## src/hdl/fpss_pkg.sv

```systemverilog
// shared types and constants of the flash page split sequencer
`default_nettype none
package fpss_pkg;

    localparam int ADDR_W = 24;
    localparam int LEN_W  = 13;

    localparam int Q_DEPTH = 2;
    localparam int Q_PTR_W = 1;
    localparam int Q_CNT_W = 2;

    localparam logic OP_READ  = 1'b0;
    localparam logic OP_WRITE = 1'b1;

    localparam logic CMD_READ_DATA    = 1'b0;
    localparam logic CMD_PAGE_PROGRAM = 1'b1;

    typedef struct packed {
        logic              op;
        logic [ADDR_W-1:0] addr;
        logic [LEN_W-1:0]  len;
    } req_t;

    typedef struct packed {
        logic full;
        logic empty;
    } q_stat_t;

endpackage
`default_nettype wire

```

## src/hdl/flash_page_split_sequencer_top.sv

```systemverilog
// top level of the flash page split sequencer
//
// Splits one flash access request into command segments. A read request
// gives one read-data segment; a write request gives page-program segments
// that never cross a PAGE_SIZE boundary (PAGE_SIZE a power of two), at most
// MAX_LENGTH/PAGE_SIZE+1 of them. Lengths above MAX_LENGTH are saturated,
// zero-length requests give no output. An accepted request is queued
// (two entries); its first segment appears once the queue entry is written,
// the segment generator has loaded it and the output register is set. The
// generator then emits one segment per cycle while m_tready is high, and it
// loads the next request from the queue only after the last segment of the
// previous one. Intake keeps taking requests while the queue has room.
`default_nettype none
module flash_page_split_sequencer_top #(
    parameter int PAGE_SIZE  = 256,
    parameter int MAX_LENGTH = 4096
) (
    input  wire logic        aclk,
    input  wire logic        aresetn,
    input  wire logic        s_tvalid,
    output logic             s_tready,
    input  wire logic [39:0] s_tdata,   // start_address, byte_count, zero fill
    input  wire logic        s_tuser,   // operation
    output logic             m_tvalid,
    input  wire logic        m_tready,
    output logic [39:0]      m_tdata,   // segment_address, segment_length, zero fill
    output logic             m_tuser,   // command
    output logic             m_tlast
);

    fpss_pkg::q_stat_t q_stat;
    fpss_pkg::req_t    push_req;
    fpss_pkg::req_t    pop_req;
    logic              push;
    logic              pop;

    fpss_front #(
        .MAX_LENGTH(MAX_LENGTH)
    ) u_front (
        .s_tvalid (s_tvalid),
        .s_tready (s_tready),
        .s_tdata  (s_tdata),
        .s_tuser  (s_tuser),
        .q_stat   (q_stat),
        .push     (push),
        .push_req (push_req)
    );

    fpss_queue u_queue (
        .aclk     (aclk),
        .aresetn  (aresetn),
        .push     (push),
        .push_req (push_req),
        .pop      (pop),
        .pop_req  (pop_req),
        .q_stat   (q_stat)
    );

    fpss_back #(
        .PAGE_SIZE(PAGE_SIZE)
    ) u_back (
        .aclk     (aclk),
        .aresetn  (aresetn),
        .q_stat   (q_stat),
        .pop_req  (pop_req),
        .pop      (pop),
        .m_tvalid (m_tvalid),
        .m_tready (m_tready),
        .m_tdata  (m_tdata),
        .m_tuser  (m_tuser),
        .m_tlast  (m_tlast)
    );

endmodule
`default_nettype wire

```

## src/hdl/fpss_front.sv

```systemverilog
// request intake: length saturation and zero-length filtering
`default_nettype none
module fpss_front #(
    parameter int MAX_LENGTH = 4096
) (
    input  wire logic                       s_tvalid,
    output logic                            s_tready,
    input  wire logic [39:0]                s_tdata,
    input  wire logic                       s_tuser,
    input  wire fpss_pkg::q_stat_t          q_stat,
    output logic                            push,
    output fpss_pkg::req_t                  push_req
);

    localparam int CMP_W = 15;

    logic [fpss_pkg::LEN_W-1:0] count;
    logic                       over;

    assign count    = s_tdata[fpss_pkg::ADDR_W +: fpss_pkg::LEN_W];
    assign over     = {{(CMP_W-fpss_pkg::LEN_W){1'b0}}, count} > CMP_W'(MAX_LENGTH);
    assign s_tready = !q_stat.full;

    always_comb begin
        push_req.op   = s_tuser;
        push_req.addr = s_tdata[fpss_pkg::ADDR_W-1:0];
        push_req.len  = over ? fpss_pkg::LEN_W'(MAX_LENGTH) : count;
    end

    // zero-length requests are taken and dropped
    assign push = s_tvalid && !q_stat.full && (count != '0);

endmodule
`default_nettype wire

```

## src/hdl/fpss_queue.sv

```systemverilog
// short request queue between intake and segment generator
`default_nettype none
module fpss_queue (
    input  wire logic                aclk,
    input  wire logic                aresetn,
    input  wire logic                push,
    input  wire fpss_pkg::req_t      push_req,
    input  wire logic                pop,
    output fpss_pkg::req_t           pop_req,
    output fpss_pkg::q_stat_t        q_stat
);

    fpss_pkg::req_t                 mem [fpss_pkg::Q_DEPTH];
    logic [fpss_pkg::Q_PTR_W-1:0]   wr_ptr_reg, wr_ptr_next;
    logic [fpss_pkg::Q_PTR_W-1:0]   rd_ptr_reg, rd_ptr_next;
    logic [fpss_pkg::Q_CNT_W-1:0]   cnt_reg, cnt_next;
    logic                           do_push, do_pop;

    assign q_stat.full  = (cnt_reg == fpss_pkg::Q_CNT_W'(fpss_pkg::Q_DEPTH));
    assign q_stat.empty = (cnt_reg == '0);
    assign do_push      = push && !q_stat.full;
    assign do_pop       = pop && !q_stat.empty;
    assign pop_req      = mem[rd_ptr_reg];

    always_comb begin
        wr_ptr_next = do_push ? wr_ptr_reg + 1'b1 : wr_ptr_reg;
        rd_ptr_next = do_pop ? rd_ptr_reg + 1'b1 : rd_ptr_reg;
        cnt_next    = cnt_reg;
        if (do_push && !do_pop) begin
            cnt_next = cnt_reg + 1'b1;
        end else if (do_pop && !do_push) begin
            cnt_next = cnt_reg - 1'b1;
        end
    end

    always_ff @(posedge aclk) begin
        if (!aresetn) begin
            wr_ptr_reg <= '0;
            rd_ptr_reg <= '0;
            cnt_reg    <= '0;
        end else begin
            wr_ptr_reg <= wr_ptr_next;
            rd_ptr_reg <= rd_ptr_next;
            cnt_reg    <= cnt_next;
        end
    end

    always_ff @(posedge aclk) begin
        if (do_push) begin
            mem[wr_ptr_reg] <= push_req;
        end
    end

endmodule
`default_nettype wire

```

## src/hdl/fpss_back.sv

```systemverilog
// segment generator: walks one request and emits its segments
`default_nettype none
module fpss_back #(
    parameter int PAGE_SIZE = 256
) (
    input  wire logic                aclk,
    input  wire logic                aresetn,
    input  wire fpss_pkg::q_stat_t   q_stat,
    input  wire fpss_pkg::req_t      pop_req,
    output logic                     pop,
    output logic                     m_tvalid,
    input  wire logic                m_tready,
    output logic [39:0]              m_tdata,
    output logic                     m_tuser,
    output logic                     m_tlast
);

    localparam int PB = $clog2(PAGE_SIZE);

    typedef enum logic {
        ST_IDLE,
        ST_RUN
    } state_t;

    state_t                          state_reg, state_next;
    logic                            op_reg, op_next;
    logic [fpss_pkg::ADDR_W-1:0]     addr_reg, addr_next;
    logic [fpss_pkg::LEN_W-1:0]      rem_reg, rem_next;
    logic                            out_valid_reg, out_valid_next;
    logic                            out_cmd_reg, out_cmd_next;
    logic [fpss_pkg::ADDR_W-1:0]     out_addr_reg, out_addr_next;
    logic [fpss_pkg::LEN_W-1:0]      out_len_reg, out_len_next;
    logic                            out_last_reg, out_last_next;

    logic                            out_free;
    logic [fpss_pkg::LEN_W-1:0]      room;
    logic [fpss_pkg::LEN_W-1:0]      seg_len;

    assign out_free = !out_valid_reg || m_tready;
    assign room     = fpss_pkg::LEN_W'(PAGE_SIZE)
                    - {{(fpss_pkg::LEN_W-PB){1'b0}}, addr_reg[PB-1:0]};
    assign seg_len  = (op_reg == fpss_pkg::OP_WRITE && room < rem_reg) ? room : rem_reg;
    assign pop      = (state_reg == ST_IDLE) && !q_stat.empty;

    always_comb begin
        state_next     = state_reg;
        op_next        = op_reg;
        addr_next      = addr_reg;
        rem_next       = rem_reg;
        out_valid_next = out_valid_reg && !m_tready;
        out_cmd_next   = out_cmd_reg;
        out_addr_next  = out_addr_reg;
        out_len_next   = out_len_reg;
        out_last_next  = out_last_reg;
        unique case (state_reg)
            ST_IDLE: begin
                if (!q_stat.empty) begin
                    op_next    = pop_req.op;
                    addr_next  = pop_req.addr;
                    rem_next   = pop_req.len;
                    state_next = ST_RUN;
                end
            end
            ST_RUN: begin
                if (out_free) begin
                    out_valid_next = 1'b1;
                    out_cmd_next   = (op_reg == fpss_pkg::OP_WRITE) ?
                                     fpss_pkg::CMD_PAGE_PROGRAM : fpss_pkg::CMD_READ_DATA;
                    out_addr_next  = addr_reg;
                    out_len_next   = seg_len;
                    out_last_next  = (seg_len == rem_reg);
                    addr_next      = addr_reg + fpss_pkg::ADDR_W'(seg_len);
                    rem_next       = rem_reg - seg_len;
                    if (seg_len == rem_reg) begin
                        state_next = ST_IDLE;
                    end
                end
            end
            default: state_next = ST_IDLE;
        endcase
    end

    always_ff @(posedge aclk) begin
        if (!aresetn) begin
            state_reg     <= ST_IDLE;
            out_valid_reg <= 1'b0;
        end else begin
            state_reg     <= state_next;
            out_valid_reg <= out_valid_next;
        end
        op_reg       <= op_next;
        addr_reg     <= addr_next;
        rem_reg      <= rem_next;
        out_cmd_reg  <= out_cmd_next;
        out_addr_reg <= out_addr_next;
        out_len_reg  <= out_len_next;
        out_last_reg <= out_last_next;
    end

    assign m_tvalid = out_valid_reg;
    assign m_tuser  = out_cmd_reg;
    assign m_tlast  = out_last_reg;
    assign m_tdata  = {{(40-fpss_pkg::ADDR_W-fpss_pkg::LEN_W){1'b0}}, out_len_reg, out_addr_reg};

endmodule
`default_nettype wire

```

## config.mk

```make
export PLATFORM = sky130hd
export DESIGN_NAME = flash_page_split_sequencer_top
export DESIGN_NICKNAME = d
export VERILOG_FILES = /design/src/hdl/fpss_pkg.sv /design/src/hdl/flash_page_split_sequencer_top.sv /design/src/hdl/fpss_front.sv /design/src/hdl/fpss_queue.sv /design/src/hdl/fpss_back.sv
export SDC_FILE = /design/constraint.sdc
export NUM_CORES = 1
export LEC_CHECK = 0
export BUFFER_PORTS_ARGS = -buffer_cell sky130_fd_sc_hd__buf_2
export CORE_ASPECT_RATIO = 0.75
export CORE_MARGIN = 8
export CORE_UTILIZATION = 32
export DETAILED_ROUTE_END_ITERATION = 6
export GPL_TIMING_DRIVEN = 1
export SYNTH_ARGS = -nofsm -noshare
export SYNTH_HDL_FRONTEND = slang
export SYNTH_SLANG_ARGS = --single-unit
```

## constraint.sdc

```tcl
create_clock -name aclk -period 5.4 [get_ports aclk]
set_input_delay 0 -clock aclk [delete_from_list [all_inputs] [get_ports aclk]]
set_output_delay 0 -clock aclk [all_outputs]
set_load 0.01 [all_outputs]
```

==> results of run 1 <==
==> synth_stat cells (13+ instances only) <==
library cell    n  share of area
edfxtp_1      153           0.57
a21oi_1        32          0.020
ha_1           32          0.050
mux2i_1        32          0.040
nand2_1        32          0.015
o21ai_0        24          0.015
nor2b_1        23          0.018
inv_1          22          0.010
nor2_1         18         0.0084
clkbuf_1       17         0.0079
mux2_2         17          0.024
nor3_1         17          0.011
nand4_1        14          0.011
a211oi_1       13          0.012
==> area by class of cell <==
cell class	count	area (µm²)
timing repair buffer	131	880.8
inverter	22	82.58
fill	2444	15060
multi-input combinational	417	3141
clock inverter	12	137.6
sequential	160	4737
clock buffer	19	432.9
tap	338	422.9
==> per-stage QoR <==
| stage | instances | total power, mW | utilization | hold slack [ns] | worst slack (ns) |
|---|---|---|---|---|---|
| floorplan | 629 | 4.518 | - | 0.09887 | 0.9293 |
| global placement | 1027 | 5.307 | 0.3556 | 0.1894 | 0.6078 |
| detailed placement | 1027 | 5.340 | 0.3556 | 0.1917 | 0.5617 |
| CTS | 1099 | 6.572 | 0.3950 | 0.08143 | 0.5195 |
| global route | 1099 | 7.049 | 0.3950 | 0.1080 | 0.06489 |
| finish | 1099 | 6.545 | 0.3950 | 0.09247 | 0.5005 |
==> critical path, cell delays in order (launching register included) <==
cell	delay, ns
edfxtp_1	0.50
nor4_1	0.41
nand2_1	0.15
nor3_1	0.33
ha_1	0.32
a21oi_1	0.15
o21a_1	0.12
o21ai_0	0.09
a21oi_2	0.22
buf_4	0.21
mux2_2	0.38
ha_1	0.37
and3_1	0.24
a41oi_1	0.41
a21boi_4	0.17
or3_1	0.37
a31o_1	0.21
==> worst min-delay path by stage <==
| stage | depth (start not counted) | end |
|---|---|---|
| 6_report | 4 | u_queue.wr_ptr_reg$_SDFFE_PN0P_ |
| 5_1_grt | 4 | u_queue.wr_ptr_reg$_SDFFE_PN0P_ |
| 4_1_cts | 4 | u_queue.wr_ptr_reg$_SDFFE_PN0P_ |
| 3_5_place_dp | 1 | u_queue.mem[0][19]$_DFFE_PP_ |
| 3_3_place_gp | 1 | u_queue.mem[0][20]$_DFFE_PP_ |
| 2_1_floorplan | 0 | u_queue.mem[0][13]$_DFFE_PP_ |
==> report_power, final <==
group	switching (mW)	internal, mW
clock network	0.495	0.682
registers	0.294	1.93
logic	1.89	1.25
==> routing by layer <==
layer  track usage  share of wire  vias to the layer above
li1              -              -                     2674
met1        0.1932           0.55                     2531
met2        0.1613           0.39                      124
met3       0.03250          0.048                       20
met4       0.03881          0.015                        2
met5             0        0.00069                        -
==> cell families (layout without fill, tap and decap cells) <==
| family | count (synthesis) | count (layout) | synth area share |
|---|---|---|---|
| other | 1 | 3 | 0.0004637 |
| XOR/XNOR | 20 | 20 | 0.02166 |
| flip-flops | 160 | 160 | 0.5855 |
| adder cells (fa/ha/maj) | 34 | 34 | 0.05446 |
| buffers and inverters | 52 | 184 | 0.02816 |
| AO/OA/AOI/OAI | 143 | 143 | 0.1298 |
| AND/OR/NAND/NOR | 167 | 167 | 0.1153 |
| multiplexers | 50 | 50 | 0.06468 |
==> what timing repair did <==
item | in CTS | in global routing
hold buffers | 41 | 0
hold endpoints to repair | 83 | 0
setup endpoints to repair | 0 | 0
==> impl_metrics.json, run 1 <==
{
  "status": "complete, no violations",
  "drc": 0,
  "irDropWorstVdd_mv": 0.2757,
  "max-slew-margin-rel": 0.3321,
  "fmax_mhz": 204.1,
  "r2r_setup_slack_ns": 0.50,
  "wire_length_of_the_first_global_routing_pass_mm": 29.67,
  "setup.worst_path.start": "u_back.addr_reg[2]$_DFFE_PP_",
  "ff2ff_path_depth": 16,
  "timing.rr.start": "u_back.addr_reg[2]$_DFFE_PP_",
  "cts_htree_levels": 4,
  "gr-total-overflow": 0,
  "cts_inserted_buffers": 17,
  "cts_setup_buffers": 0,
  "placed_cell_area_um2": 8853,
  "grt_start_max_net_pins": 80,
  "layout.cells.most_common_list": "edfxtp_1, buf_2, dlygate4sd3_1",
  "start_util": 0.3248,
  "clock_tree.buffer_depth": 2,
  "min-delay-path-class": "primary input to flip-flop",
  "horiz_die_dim_um": 199.6,
  "register_area_share_after_synthesis": 0.5855,
  "clock_latency_ns": 0.43,
  "worst_r2r_endpoint": "u_back.addr_reg[11]$_DFFE_PP_",
  "largest_register_ffs": 76,
  "endpoint": "u_back.addr_reg[11]$_DFFE_PP_",
  "setup_viol": 0,
  "number_of_antenna_violations_at_the_first_check_in_global_routing": 1,
  "final.period_utilization": 0.9073,
  "flow.area_growth_from_synthesis_pct": 21.62,
  "cellPowerDensity_nw_per_um2": 665.5,
  "finalWirelength_mm": 18.79,
  "finalNetCount": 828,
  "grt_setup_unrepaired": "false",
  "post_synth_inst_count": 627,
  "firstDrtPassIters": 4,
  "timing.critical_path.to_type": "flip-flop",
  "num_antenna_cells": 0,
  "via_count_of_the_first_global_routing_pass": 5283,
  "max_cap_viol_count": 0,
  "path_clk_slew_ns": 0.06,
  "yosys_warnings": 0,
  "boundaryPins": 89,
  "crit_fanout": 9,
  "worstPathArrival_ns": 5.08,
  "cts_root_buffer": "clkbuf_16",
  "tritoncts_clock_tree": "yes",
  "drive_gt1_frac": 0.2050,
  "worst_hold_startpoint": "s_tvalid",
  "timing.setup.tns_ns": 0,
  "synth-edff-count": 153,
  "leakage_nw": 3.643,
  "cts_repair_resize_count": 0,
  "mostFrequentLayoutCell": "edfxtp_1",
  "synth_area_um2": 8087,
  "floorplan.die_area_um2": 30670,
  "crit_type": "flip-flop to flip-flop",
  "synth.distinct_cells": 70,
  "fp-row-count": 50,
  "setup_skew_ns": 0.01167,
  "setup.worst_path.start_class": "flip-flop",
  "post_drt_via_cell_ratio": 4.869,
  "dp.final_hpwl_mm": 13.37,
  "critPathRequiredTime_ns": 5.58,
  "routed-via-count": 5351,
  "drc_violation_total_after_the_first_tritonroute_iteration": 324,
  "wl_per_cell_um": 17.10,
  "postSynth.topFlopCell": "edfxtp_1",
  "portBuffers": 82,
  "gp_congestion": 0.8687,
  "synth.ff_latch_count": 160,
  "postLayoutCellArea_um2": 9834,
  "asyncSetResetFlopFracSynth": 0,
  "die_height_um": 153.7,
  "synthesis.area_per_instance_um2": 12.90,
  "worst-slew-pin-transition_ns": 1.002,
  "antenna_violating_nets_post_route": 0,
  "cts.sinks": 160,
  "total_core_area_um2": 24900,
  "final.min_clock_period_ns": 4.899,
  "timing_hold_violations_final": 0,
  "globalRouteTotalUtil": 0.1242,
  "drv_slew": 0
}
(Power assumes the default switching activity.)
==> inputs of run 2 (changes only) <==
- BUFFER_PORTS_ARGS: -buffer_cell sky130_fd_sc_hd__buf_2 -> not set
- DONT_BUFFER_PORTS: not set -> 1
==> run 2 against run 1 <==
Net effect:
- clock skew shrank 0.0027 ns
- sequential cell count unchanged
- first-iteration DRC count is 7.4% higher
- fmax rose by 1.1%
- design area is 4.2% lower
- sequential share of layout area increased by 2.1 points
- sequential power grew 4%
- via count fell by 3.1%
- clock power about the same
- clock-buffer cell count is 2 lower
- critical path depth stayed put
- critical path type unchanged
- largest cell class unchanged
==> impl_metrics.json, run 2 (same netlist as run 1, synthesis figures left out) <==
{
  "worstSetupPathDepth": 16,
  "max-slew-margin-rel": 0.3281,
  "timing.critical_path.to_type": "flip-flop",
  "fmax_mhz": 206.3,
  "final.min_clock_period_ns": 4.847,
  "clock_latency_ns": 0.42,
  "cts.sinks": 160,
  "timing.setup.tns_ns": 0,
  "boundaryPins": 89,
  "worst-slew-pin-transition_ns": 1.008,
  "horiz_die_dim_um": 199.6,
  "placed_cell_area_um2": 8422,
  "endpoint": "u_back.addr_reg[9]$_DFFE_PP_",
  "floorplan.die_area_um2": 30670,
  "finalNetCount": 742,
  "min-delay-path-class": "primary input to flip-flop",
  "worst_path_dominant_cell_family": "simple AND/OR/NAND/NOR gates",
  "crit_type": "flip-flop to flip-flop",
  "ff2ff_path_depth": 16,
  "crit_fanout": 10,
  "setup_skew_ns": 0.008934,
  "globalRouteTotalUtil": 0.1237,
  "cellPowerDensity_nw_per_um2": 688.1,
  "tritoncts_clock_tree": "yes",
  "antenna_violating_nets_post_route": 0,
  "cts_inserted_buffers": 17,
  "clock_tree.buffer_depth": 2,
  "instances_no_fill": 1016,
  "flow.area_growth_from_synthesis_pct": 16.51,
  "worst_path_largest_cell_delay_ns": 0.50,
  "drv_slew": 0,
  "place.detailed.instances": 942,
  "routed-via-count": 5187,
  "worstPathBufferInverterCount": 1,
  "number_of_antenna_violations_at_the_first_check_in_global_routing": 3,
  "final.period_utilization": 0.8977,
  "setup.worst_path.start": "u_back.addr_reg[2]$_DFFE_PP_",
  "path_clk_slew_ns": 0.07,
  "max_cap_viol_count": 0,
  "r2r_setup_slack_ns": 0.55,
  "post_drt_via_cell_ratio": 5.105,
  "timing_hold_violations_final": 0,
  "die_height_um": 153.7,
  "crit_path_cell_trace": "nor4_1, nand2_1, nor3_1, ha_1, a21oi_1, o21a_1, o21ai_0, a21oi_2, buf_4, mux2_2, ha_1, and3_1, a41oi_1, a21oi_1, or3_1, a31o_1",
  "grt_setup_unrepaired": "false",
  "wl_per_cell_um": 18.58,
  "firstDrtPassIters": 5,
  "wire_length_of_the_first_global_routing_pass_mm": 29.32,
  "grt_start_max_net_pins": 80,
  "gr-total-overflow": 0,
  "irDropWorstVdd_mv": 0.2516,
  "cts_htree_levels": 4,
  "cts_repair_resize_count": 0,
  "largest_register_ffs": 76,
  "drc_violation_total_after_the_first_tritonroute_iteration": 348,
  "layout.cells.most_common_list": "edfxtp_1, dlygate4sd3_1",
  "critPathRequiredTime_ns": 5.58,
  "worstPathArrival_ns": 5.03,
  "fp-row-count": 50,
  "drive_gt1_frac": 0.1109,
  "slowest_stage_cell_on_the_critical_path": "edfxtp_1",
  "cts_root_buffer": "clkbuf_16",
  "setup.worst_path.start_class": "flip-flop",
  "postLayoutCellArea_um2": 9422,
  "dp.final_hpwl_mm": 13.41,
  "drc": 0,
  "finalWirelength_mm": 18.87,
  "start_util": 0.3248,
  "total_core_area_um2": 24900,
  "mostFrequentLayoutCell": "edfxtp_1",
  "worst_r2r_endpoint": "u_back.addr_reg[9]$_DFFE_PP_",
  "status": "complete, no violations",
  "gp_congestion": 0.8092,
  "ctsHoldBuffers": 40,
  "timing.rr.start": "u_back.addr_reg[2]$_DFFE_PP_",
  "via_count_of_the_first_global_routing_pass": 4952,
  "cts_setup_buffers": 0,
  "portBuffers": 0,
  "setup_viol": 0,
  "leakage_nw": 3.319
}
## run 2: worst min path at each step
stage	startpoint	to	slack (ns)	cells after the start
after floorplan	s_tdata[0]	u_queue.mem[0][13]$_DFFE_PP_	0.1	0
after global placement	s_tdata[14]	u_queue.mem[1][27]$_DFFE_PP_	0.1	0
after detailed placement	s_tdata[14]	u_queue.mem[1][27]$_DFFE_PP_	0.1	0
after CTS	s_tvalid	u_queue.wr_ptr_reg$_SDFFE_PN0P_	0.0001	3
after global routing	s_tvalid	u_queue.wr_ptr_reg$_SDFFE_PN0P_	0.05	3
final	s_tvalid	u_queue.wr_ptr_reg$_SDFFE_PN0P_	0.009	3
## run 2: report_power, final
group          internal (mW)  leakage (nW)  switching [mW]
sequential              1.94          1.51           0.385
combinational           1.16          1.52            1.79
clock                  0.658         0.287           0.538
total                   3.77          3.32            2.72
## run 2: cell type report
class                           instances  area (µm²)
Tap cell                              338       422.9
Timing Repair Buffer                   45       437.9
Inverter                               22       82.58
Clock buffer                           17       425.4
Multi-Input combinational cell        417        3142
Clock inverter                         15       168.9
Fill cell                            2418       15480
Antenna cell                            2       5.005
Sequential cell                       160        4737
## run 2: worst min-delay path: cells and delay by family
kind               cells  cell delay (ns)
AOI/OAI and AO/OA      1             0.10
and+or+nand+nor        2             0.30
## run 2: routing by layer
layer,part of all wire,wire length [µm],track usage,up-vias
li1,-,-,-,2520
met1,0.54,10190,0.1969,2486
met2,0.39,7357,0.1570,168
met3,0.061,1152,0.03446,11
met4,0.0088,167,0.03217,2
met5,0.00042,8,0,-
## run 2: stage by stage
step           hold slack, ns  setup slack [ns]    util  total power [mW]
6_report             0.009341            0.5525  0.3784             6.483
5_1_grt               0.05082            0.1420  0.3784             6.964
4_1_cts             0.0001067            0.5228  0.3782             6.514
3_3_place_gp          0.09899            0.6068  0.3382             5.206
2_1_floorplan         0.09887            0.9293       -             4.518
3_5_place_dp          0.09901            0.5497  0.3382             5.256
